--- src/hw/rtl/assert_macros.svh ---
// Assertion macros shared by the RTL files.
`ifndef ASSERT_MACROS_SVH
`define ASSERT_MACROS_SVH
`ifndef SYNTHESIS
// Property checked at every rising clock edge, off while reset is low.
`define ASSERT_CLK(label, clk, rst_n, prop, msg) \
  label: assert property (@(posedge clk) disable iff (!rst_n) (prop)) else $error(msg);
// Condition that must never be seen at a rising clock edge outside reset.
`define ASSERT_NEVER(label, clk, rst_n, cond, msg) \
  label: assert property (@(posedge clk) disable iff (!rst_n) !(cond)) else $error(msg);
`else
`define ASSERT_CLK(label, clk, rst_n, prop, msg)
`define ASSERT_NEVER(label, clk, rst_n, cond, msg)
`endif
`endif

--- src/hw/rtl/pr9s_pkg.sv ---
// Types, constants and helpers of the pulse-run nine-bit serial decoder.
`timescale 1ns / 1ps
`default_nettype none
package pr9s_pkg;

  localparam int unsigned TICK_W     = 15;
  localparam int unsigned PERIOD_W   = 8;
  localparam int unsigned RUN_W      = 18;   // signed run time in us
  localparam int unsigned FRAME_BITS = 11;
  localparam int unsigned POS_W      = 4;
  localparam int unsigned WORD_W     = 9;

  localparam logic [PERIOD_W-1:0] PERIOD_RESET = 8'd104;
  localparam logic [POS_W-1:0]    POS_LAST     = 4'd10;
  localparam logic [POS_W-1:0]    POS_FULL     = 4'd11;

  typedef logic signed [RUN_W-1:0] run_t;
  typedef logic [PERIOD_W-1:0]     period_t;
  typedef logic [TICK_W-1:0]       ticks_t;
  typedef logic [FRAME_BITS-1:0]   frame_t;
  typedef logic [POS_W-1:0]        pos_t;
  typedef logic [WORD_W-1:0]       word_t;

  // Result of one pass through the shared compare/subtract unit.
  typedef struct packed {
    logic gt_half;   // run time left exceeds half a bit period
    run_t diff;      // run time left minus one bit period
  } step_t;

  // ticks * 2.5, floored: (5 * ticks) >> 1
  function automatic run_t scale_us(input ticks_t ticks);
    logic [17:0] x5;
    x5 = {3'b000, ticks} + {1'b0, ticks, 2'b00};
    return run_t'({1'b0, x5[17:1]});
  endfunction

  // Frame bits 1..9.
  function automatic word_t frame_word(input frame_t f);
    return f[WORD_W:1];
  endfunction

endpackage
`default_nettype wire

--- src/hw/rtl/pulse_runs_to_nine_bit_serial_decoder_top.sv ---
// Top level of the pulse-run nine-bit serial decoder: sequencer and state.
//
//  channel | dir | handshake            | payload
//  --------+-----+----------------------+----------------------------------
//  in_     | in  | in_tvalid/in_tready  | in_tdata: low_ticks, high_ticks
//  out_    | out | out_tvalid/out_tready| out_tdata: word
//  cfg_    | in  | cfg_valid/cfg_ready  | cfg_data: bit_period_us
//
// Sequence: after a beat is taken in_tready stays low while the low run, then
//   the high run are counted bit by bit and the end state is handled, so no
//   new beat is taken before the last one is through. Each counted bit is one
//   pass of the shared compare/subtract unit.
// Reset: rst_n low clears the frame state and sets bit_period_us to 104.
// Stalls: a waiting result does not block a new beat; only the final cycle
//   of an item that yields a word waits for the output register to free up.
// cfg_ready is always high; write it only while the block is idle.
`timescale 1ns / 1ps
`default_nettype none
`include "assert_macros.svh"
module pulse_runs_to_nine_bit_serial_decoder_top (
  input  wire        clk,
  input  wire        rst_n,
  input  wire        in_tvalid,
  output logic       in_tready,
  input  wire [31:0] in_tdata,    // [14:0] low_ticks, [29:15] high_ticks, [31:30] zero
  output logic       out_tvalid,
  input  wire        out_tready,
  output logic [15:0] out_tdata,  // [8:0] word, [15:9] zero
  input  wire        cfg_valid,
  output logic       cfg_ready,
  input  wire [7:0]  cfg_data     // [7:0] bit_period_us
);

  // sequencer states
  localparam logic [1:0] ST_IDLE = 2'd0;  // waiting for a beat
  localparam logic [1:0] ST_LOW  = 2'd1;  // counting zero bits
  localparam logic [1:0] ST_HIGH = 2'd2;  // counting one bits
  localparam logic [1:0] ST_END  = 2'd3;  // end-of-frame handling, result out

  logic [1:0]          state_r, state_nxt;
  pr9s_pkg::period_t   period_r, period_nxt;
  pr9s_pkg::run_t      t_r, t_nxt;           // run time left, us
  pr9s_pkg::ticks_t    high_r, high_nxt;     // high run of current beat
  pr9s_pkg::pos_t      pos_r, pos_nxt;
  pr9s_pkg::frame_t    shift_r, shift_nxt;
  logic                err_r, err_nxt;
  logic                pend_r, pend_nxt;     // word completed in high run
  pr9s_pkg::word_t     pend_word_r, pend_word_nxt;
  logic                out_valid_r, out_valid_nxt;
  pr9s_pkg::word_t     out_word_r, out_word_nxt;

  pr9s_pkg::step_t     step;
  pr9s_pkg::pos_t      pos_inc;
  pr9s_pkg::frame_t    shift_set;
  pr9s_pkg::frame_t    fill_mask;
  logic [pr9s_pkg::FRAME_BITS:0] low_bits;
  logic                end_zero;
  logic                produce;
  logic                out_busy;

  pr9s_step_unit u_step (
    .t      (t_r),
    .period (period_r),
    .step   (step)
  );

  assign in_tready  = (state_r == ST_IDLE);
  assign cfg_ready  = 1'b1;
  assign out_tvalid = out_valid_r;
  assign out_tdata  = {{(16 - pr9s_pkg::WORD_W){1'b0}}, out_word_r};

  assign pos_inc   = pos_r + 4'd1;
  assign shift_set = shift_r | (pr9s_pkg::frame_t'(1) << pos_r);
  // positions at and above pos_r: idle ones at the end of a frame
  assign low_bits  = (12'd1 << pos_r) - 12'd1;
  assign fill_mask = ~low_bits[pr9s_pkg::FRAME_BITS-1:0];
  assign end_zero  = (high_r == '0);
  assign produce   = end_zero ? !err_r : pend_r;
  assign out_busy  = out_valid_r && !out_tready;

  always_comb begin
    state_nxt     = state_r;
    period_nxt    = period_r;
    t_nxt         = t_r;
    high_nxt      = high_r;
    pos_nxt       = pos_r;
    shift_nxt     = shift_r;
    err_nxt       = err_r;
    pend_nxt      = pend_r;
    pend_word_nxt = pend_word_r;
    out_word_nxt  = out_word_r;
    out_valid_nxt = out_valid_r && !out_tready;

    if (cfg_valid) begin
      period_nxt = cfg_data;
    end

    unique case (state_r)
      ST_IDLE: begin
        if (in_tvalid) begin
          t_nxt     = pr9s_pkg::scale_us(in_tdata[14:0]);
          high_nxt  = in_tdata[29:15];
          state_nxt = ST_LOW;
        end
      end
      ST_LOW: begin
        if (step.gt_half && !err_r) begin
          t_nxt   = step.diff;
          pos_nxt = pos_inc;
          if (pos_r == pr9s_pkg::POS_LAST) begin
            // low run overran the frame
            err_nxt   = 1'b1;
            t_nxt     = pr9s_pkg::scale_us(high_r);
            state_nxt = ST_HIGH;
          end
        end else begin
          t_nxt     = pr9s_pkg::scale_us(high_r);
          state_nxt = ST_HIGH;
        end
      end
      ST_HIGH: begin
        if (step.gt_half && !err_r) begin
          t_nxt     = step.diff;
          pos_nxt   = pos_inc;
          shift_nxt = shift_set;
          if (pos_r == pr9s_pkg::POS_LAST) begin
            // frame full: rest of the high run is dropped
            pend_nxt      = 1'b1;
            pend_word_nxt = pr9s_pkg::frame_word(shift_set);
            pos_nxt       = '0;
            shift_nxt     = '0;
            state_nxt     = ST_END;
          end
        end else begin
          state_nxt = ST_END;
        end
      end
      ST_END: begin
        if (!(produce && out_busy)) begin
          if (produce) begin
            out_valid_nxt = 1'b1;
            out_word_nxt  = end_zero ? pr9s_pkg::frame_word(shift_r | fill_mask)
                                     : pend_word_r;
          end
          if (end_zero) begin
            pos_nxt   = '0;
            shift_nxt = '0;
            err_nxt   = 1'b0;
          end
          pend_nxt  = 1'b0;
          state_nxt = ST_IDLE;
        end
      end
      default: state_nxt = ST_IDLE;
    endcase
  end

  always_ff @(posedge clk) begin
    if (!rst_n) begin
      state_r     <= ST_IDLE;
      period_r    <= pr9s_pkg::PERIOD_RESET;
      pos_r       <= '0;
      shift_r     <= '0;
      err_r       <= 1'b0;
      pend_r      <= 1'b0;
      out_valid_r <= 1'b0;
    end else begin
      state_r     <= state_nxt;
      period_r    <= period_nxt;
      pos_r       <= pos_nxt;
      shift_r     <= shift_nxt;
      err_r       <= err_nxt;
      pend_r      <= pend_nxt;
      out_valid_r <= out_valid_nxt;
    end
  end

  always_ff @(posedge clk) begin
    t_r         <= t_nxt;
    high_r      <= high_nxt;
    pend_word_r <= pend_word_nxt;
    out_word_r  <= out_word_nxt;
  end

  `ASSERT_NEVER(a_pos_range, clk, rst_n, pos_r > pr9s_pkg::POS_FULL, "bit position past frame end")
  `ASSERT_CLK(a_err_pos, clk, rst_n, err_r |-> (pos_r == pr9s_pkg::POS_FULL), "framing error without full count")
  `ASSERT_CLK(a_pend_end, clk, rst_n, pend_r |-> (state_r == ST_END), "pending word outside end state")
  `ASSERT_CLK(a_out_hold, clk, rst_n, (state_r == ST_END && produce && out_busy) |=> (state_r == ST_END), "end state left while output busy")

endmodule
`default_nettype wire

--- src/hw/rtl/pr9s_step_unit.sv ---
// Shared compare and subtract unit: one bit period per pass.
`timescale 1ns / 1ps
`default_nettype none
module pr9s_step_unit (
  input  wire pr9s_pkg::run_t    t,
  input  wire pr9s_pkg::period_t period,
  output pr9s_pkg::step_t        step
);

  pr9s_pkg::run_t period_s;
  pr9s_pkg::run_t half_s;

  assign period_s = pr9s_pkg::run_t'({{(pr9s_pkg::RUN_W - pr9s_pkg::PERIOD_W){1'b0}}, period});
  assign half_s   = pr9s_pkg::run_t'({{(pr9s_pkg::RUN_W - pr9s_pkg::PERIOD_W + 1){1'b0}},
                                      period[pr9s_pkg::PERIOD_W-1:1]});

  assign step.gt_half = (t > half_s);
  assign step.diff    = t - period_s;

endmodule
`default_nettype wire
--- config.mk ---
export PLATFORM = sky130hd
export DESIGN_NAME = pulse_runs_to_nine_bit_serial_decoder_top
export DESIGN_NICKNAME = d
export VERILOG_FILES = /design/src/hw/rtl/pr9s_pkg.sv /design/src/hw/rtl/pulse_runs_to_nine_bit_serial_decoder_top.sv /design/src/hw/rtl/pr9s_step_unit.sv
export VERILOG_INCLUDE_DIRS = /design/src /design/src/hw/rtl
export SDC_FILE = /design/constraint.sdc
export NUM_CORES = 1
export LEC_CHECK = 0
export BUFFER_PORTS_ARGS = -buffer_cell sky130_fd_sc_hd__buf_2
export CORE_MARGIN = 2
export CORE_UTILIZATION = 48
export DETAILED_ROUTE_END_ITERATION = 10
export PLACE_DENSITY_LB_ADDON = 0.1
export SYNTH_ARGS = -nofsm -noshare
export SYNTH_HDL_FRONTEND = slang
export SYNTH_HIERARCHICAL = 1
export SYNTH_SLANG_ARGS = --single-unit
--- constraint.sdc ---
create_clock -name clk -period 9.14 [get_ports clk]
set_input_delay 0 -clock clk [delete_from_list [all_inputs] [get_ports clk]]
set_output_delay 0 -clock clk [all_outputs]
set_load 0.02 [all_outputs]
==> results of run 1 <==
-- per-stage QoR --
step / power [mW] / util (%) / instance area, um^2 / instances / worst slack, ps
global placement: 1.361 / 52.26 / 5993 / 794 / 6170
detailed placement: 1.383 / 52.26 / 5993 / 794 / 6134
global route: 1.863 / 56.76 / 6509 / 833 / 5798
finish: 1.736 / 56.76 / 6509 / 833 / 6094
floorplan: 1.173 / - / 5674 / 622 / 5789
CTS: 1.739 / 56.76 / 6509 / 833 / 6117
-- path summary, 6_finish.rpt --
path,to,slack (ps)
max,t_r[15],6090
min,period_r[6],20
max reg2reg,t_r[15],6090
min reg2reg,pend_r,480
-- synth_stat cells (3+ instances only) --
master / n / area [um^2]
o211ai_1: 7 / 52.55
a31oi_1: 10 / 62.56
nor2_1: 54 / 202.7
o2111ai_1: 3 / 26.28
xnor2_1: 17 / 148.9
mux2i_1: 10 / 100.1
nor2b_1: 19 / 118.9
nand4_1: 6 / 37.54
o221ai_1: 7 / 61.31
fa_1: 3 / 60.06
inv_1: 27 / 101.4
a21o_1: 12 / 90.09
xor2_1: 23 / 201.4
o21a_1: 8 / 60.06
nor3_1: 9 / 45.04
o21ai_1: 3 / 15.01
or2_2: 3 / 18.77
buf_4: 10 / 75.07
edfxtp_1: 51 / 1531
a211oi_1: 6 / 45.04
a21boi_0: 3 / 22.52
nand3_1: 14 / 70.07
nand2_1: 58 / 217.7
nand2b_1: 15 / 93.84
a22oi_1: 6 / 45.04
a21oi_1: 43 / 215.2
o21ai_0: 26 / 130.1
and3_1: 6 / 37.54
nor4_1: 5 / 31.28
o31ai_1: 5 / 37.54
ha_1: 52 / 650.6
a211o_1: 3 / 26.28
and2_1: 7 / 43.79
a221oi_1: 4 / 35.03
clkbuf_1: 13 / 48.80
dfxtp_1: 26 / 520.5
-- layer usage --
metal	GRT usage [%]	up-vias	wire length, um
met3	3.942	10	473
met2	35.50	98	6256
met1	27.61	2250	6105
li1	-	2376	-
met4	5.691	0	115
met5	0	-	0
-- state kept, by name, indices dropped and copies added (netlist names), 2 cells and up --
name         count
shift_r          9
out_word_r       9
state_r          2
pend_word_r      9
high_r          15
period_r         8
t_r             18
pos_r            4
-- power by group through the flow --
| stage | combinational [mW] | clock [mW] | sequential [mW] |
|---|---|---|---|
| floorplan | 0.650 | 0 | 0.524 |
| global placement | 0.820 | 0 | 0.542 |
| detailed placement | 0.839 | 0 | 0.544 |
| CTS | 0.852 | 0.351 | 0.537 |
| global route | 0.954 | 0.364 | 0.546 |
| finish | 0.853 | 0.344 | 0.538 |
-- cell families (layout without fill, tap and decap cells) --
group / after synthesis / count (layout) / synth area share (%)
buffers and inverters: 53 / 121 / 4.361
muxes: 10 / 10 / 1.771
DFF: 77 / 77 / 36.31
and+or+nand+nor: 214 / 214 / 19.19
xor gates and xnor gates: 40 / 40 / 6.199
adders and majority gates: 55 / 55 / 12.57
other: 2 / 8 / 0.1329
AOI/OAI and AO/OA: 165 / 165 / 19.46
-- layout make-up --
class                           instances  area (um^2)
Fill cell                            1039         4959
Multi-Input combinational cell        492         3381
Sequential cell                        77         2052
Timing Repair Buffer                   78        510.5
Clock buffer                           10        239.0
Tap cell                              143        178.9
Inverter                               27        101.3
Clock inverter                          6        46.29
-- worst max-delay path: stages, from the launching register on --
cell and delay, ps:
edfxtp_1 450, ha_1 310, nor2b_1 140, o2111ai_1 280
a21oi_1 270, nor4_1 390, xor2_1 280, o211a_1 230
nand2_1 50, or3_1 370, o2111ai_1 100
==> metrics, run 1 <==
status=finished clean; PD cells=266.6 nW/um^2; Syn Std Cell Area=5652 um^2; critical path arrival=3230 ps; cell row count=39; pins over their slew limit=0; vias in the first global route=4508; commonest non-fill, non-tap cell in the layout=nand2_1; Worst Tran Pin Value=952.0 ps; Crit Path Category=flip-flop to flip-flop; Mean Syn Cell Area=9.175 um^2; Sw Ratio=42.19%; Clock Skews=8.629 ps; Post-CTS Repair Setup Buffers=0; Worst-path clk slew=60 ps; CP Data Required Time=9320 ps; critical path startpoint=t_r[1]; final hold vios=0; TritonCTS clock tree=built; Crit. End Element=flip-flop; Vias=4734; gr usage total=20.95%; number of synthesized flops with an enable pin=51; post-cts sizing count=0; Clk Latency, worst-skew pair=340 ps; gpl congestion=0.8345; Top FF cell, synth=edfxtp_1; Die Span X=112.5 um; cell-internal power=1.003 mW; final setup fails=0; Die Y=112.5 um; 1st-pass router iterations=5; die area=12660 um^2; initial antenna violation count=0; most frequent cells in the layout=58 x nand2_1, 54 x nor2_1, 53 x buf_2, 52 x ha_1, 51 x edfxtp_1; CTS Hold Bufs=23; post-synthesis sequential area ratio=36.31%; R2R depth=10; Vias/cell=5.683; Netlist cell types=68; core area=11470 um^2; asr flop ratio synth=0%; fraction of layout cells with a size suffix above 1=13.62%; hold path depth=2; Starting Density=49.29%; period utilization=33.33%; CP startpoint kind=flip-flop; peak supply drop=0.1340 mV; Cells after Synth=616; ANT cells=0; cts bufs inserted=9; RSZ-0062 raised after global routing=false; setup TNS=0 ps; Slew HR=36.30%; P&R area growth vs syn=15.16%; H-tree level count=3; crit-path max FO=6; DRT antenna net count=0; Comb power frac=49.2%; clock share of power=19.8%; DRC=0; P_sw=0.7322 mW; post-DP HPWL=9.765 mm; Port Buf Inserts=53; number of clock sinks=77; Tmin final=3046 ps; drt initial violations=234; I/O pin count=64; max cap viols=0; HP Class=input pin to flip-flop; Bufs on Longest Clock Path=2; wirelength, routed=12.95 mm; worst hold slack=20.64 ps; fmax=328.3 MHz; post-DR wirelength/cell=15.55 um; Root Buffer=clkbuf_16; yosys synthesis warning count=6; grt ovf=0; RR Startpoint=t_r[1]; Nets=785; sequential share of power=31.0%; #FFs+latches synth=77; LEAKAGE=2.739 nW; Hold Crit Start=rst_n; largest net degree at the start of global routing=22; first-pass GRT wire length=21.47 mm
Power figures use the tool's default switching activity.
==> run 2: changes to the inputs <==
==> constraint.sdc (replaced) <==
create_clock -name clk -period 2.81 [get_ports clk]
set_input_delay 0 -clock clk [delete_from_list [all_inputs] [get_ports clk]]
set_output_delay 0 -clock clk [all_outputs]
set_load 0.02 [all_outputs]
==> run 2 against run 1 <==
Count of clock-buffer cells in the layout up 1. Final cell count up 3.0%. Final area up 4.5%. Die area unchanged. Global-route usage up 1.6 points. Total power rose to 3.6 times the previous value. Sequential cell count unchanged. Fmax up 9.6%. Combinational power rose to 3.7 times the previous value. Clock skew up 0.60 ps. Sequential power rose to 3.2 times the previous value. Critical path depth up 1. Largest power group unchanged.
==> metrics, run 2 (synthesis results as in run 1) <==
Vias=4759; fmax=359.7 MHz; status=finished clean; Root Buffer=clkbuf_16; Worst R2R End=t_r[15]; Reg area=2052 um^2; post-DR wirelength/cell=15.92 um; RSZ-0062 raised after global routing=true; P&R area growth vs syn=20.35%; largest net degree at the start of global routing=22; H-tree level count=3; Crit. End Element=flip-flop; ANT cells=0; grt ovf=0; period utilization=98.94%; Largest Register=t_r; critical path startpoint=t_r[2]; Clk Latency, worst-skew pair=350 ps; max cap viols=0; max reg flops=18; initial antenna violation count=0; multi-input combinational cell area=3437 um^2; Starting Density=49.29%; TritonCTS clock tree=built; dpl cell area=6178 um^2; R2R depth=11; Tmin final=2780 ps; LEAKAGE=2.888 nW; I/O pin count=64; most frequent cells in the layout=57 x nand2_1, 54 x nor2_1, 53 x buf_2, 52 x ha_1, 51 x edfxtp_1; cts bufs inserted=9; setup TNS=0 ps; Largest regs=t_r: 18 flops, high_r: 15 flops; fin area=6802 um^2; final setup fails=0; cell row count=39; drt initial violations=290; CP Data Required Time=2890 ps; final hold vios=0; peak supply drop=0.4661 mV; Crit Path Category=flip-flop to flip-flop; critical path arrival=2860 ps; commonest non-fill, non-tap cell in the layout=nand2_1; Slew HR=54.91%; pins over their slew limit=0; fin cells=858; Worst-path clk slew=70 ps; Hold Crit Start=rst_n; Worst Tran Pin Value=676.4 ps; die area=12660 um^2; wirelength, routed=13.66 mm; DRC=0; Port Buf Inserts=53; HP Class=input pin to flip-flop; DRT antenna net count=0; R2R Setup Slk=30 ps; Nets=810; Vias/cell=5.547; gr usage total=22.57%; WHS Endpoint=period_r[5]; 1st-pass router iterations=4; CP startpoint kind=flip-flop; Fillers=1016; Bufs on Longest Clock Path=2; Die Y=112.5 um; first-pass GRT wire length=22.95 mm; core area=11470 um^2; RR Startpoint=t_r[2]; crit-path max FO=3; fraction of layout cells with a size suffix above 1=18.04%; placed cell count=817; number of clock sinks=77; hold path depth=2; post-DP HPWL=10.22 mm; gpl congestion=0.8541; Die Span X=112.5 um; vias in the first global route=4776; Clock Skews=9.234 ps; PD cells=906.0 nW/um^2
==> run 2: timing repair <==
action | CTS | global route
pin swaps | 1 | 4
hold buffers | 23 | 0
resized for setup | 2 | 12
setup buffers | 1 | 1
endpoints found under the hold margin | 23 | 0
endpoints found under the setup margin | 4 | 25
==> run 2: area by class of cell <==
class | count | area share [%]
Clock inverter | 5 | 1.251
Clock buffer | 11 | 3.422
Multi-Input combinational cell | 492 | 50.53
Timing Repair Buffer | 103 | 10.50
Tap cell | 143 | 2.631
Sequential cell | 77 | 30.17
Inverter | 27 | 1.490
==> run 2: worst max path at each step <==
| stage | slack (ps) | end | cells after the start |
|---|---|---|---|
| floorplan | 70 | t_r[0] | 8 |
| global placement | 1 | t_r[3] | 10 |
| detailed placement | -20 | t_r[15] | 10 |
| CTS | 10 | t_r[15] | 10 |
| global route | -60 | t_r[0] | 10 |
| finish | 30 | t_r[15] | 11 |
==> run 2: worst max-delay path, cell delays in order, from the launching register on <==
cell and delay [ps]:
edfxtp_1 420, ha_1 320, nand4_1 210, o221ai_2 250, o221ai_2 160, a21oi_2 200
nor2b_1 180, nand2_1 110, buf_6 140, o211a_1 220, a32oi_1 180, o2111ai_1 120
==> run 2: stage by stage <==
step	power (mW)	worst slack (ps)	hold WS (ps)	util, %
2_1_floorplan	3.819	66.87	98.87	-
3_3_place_gp	4.667	1.200	177.0	53.88
3_5_place_dp	4.728	-23.26	178.1	53.88
4_1_cts	6.057	14.12	15.85	58.79
5_1_grt	6.593	-62.63	43.24	59.31
6_report	6.162	29.65	24.00	59.31
==> run 2: per-layer routing <==
layer  vias up  track usage [%]  wire length [um]
met2       111            38.19              6614
met3        16            3.294               521
met5         -                0                 0
met1      2205            29.35              6276
li1       2427                -                 -
met4         0            8.618               244
==> run 2: report_power, final <==
group          internal, mW  switching, mW
sequential             1.54          0.194
combinational          1.33           1.83
clock                 0.784          0.491
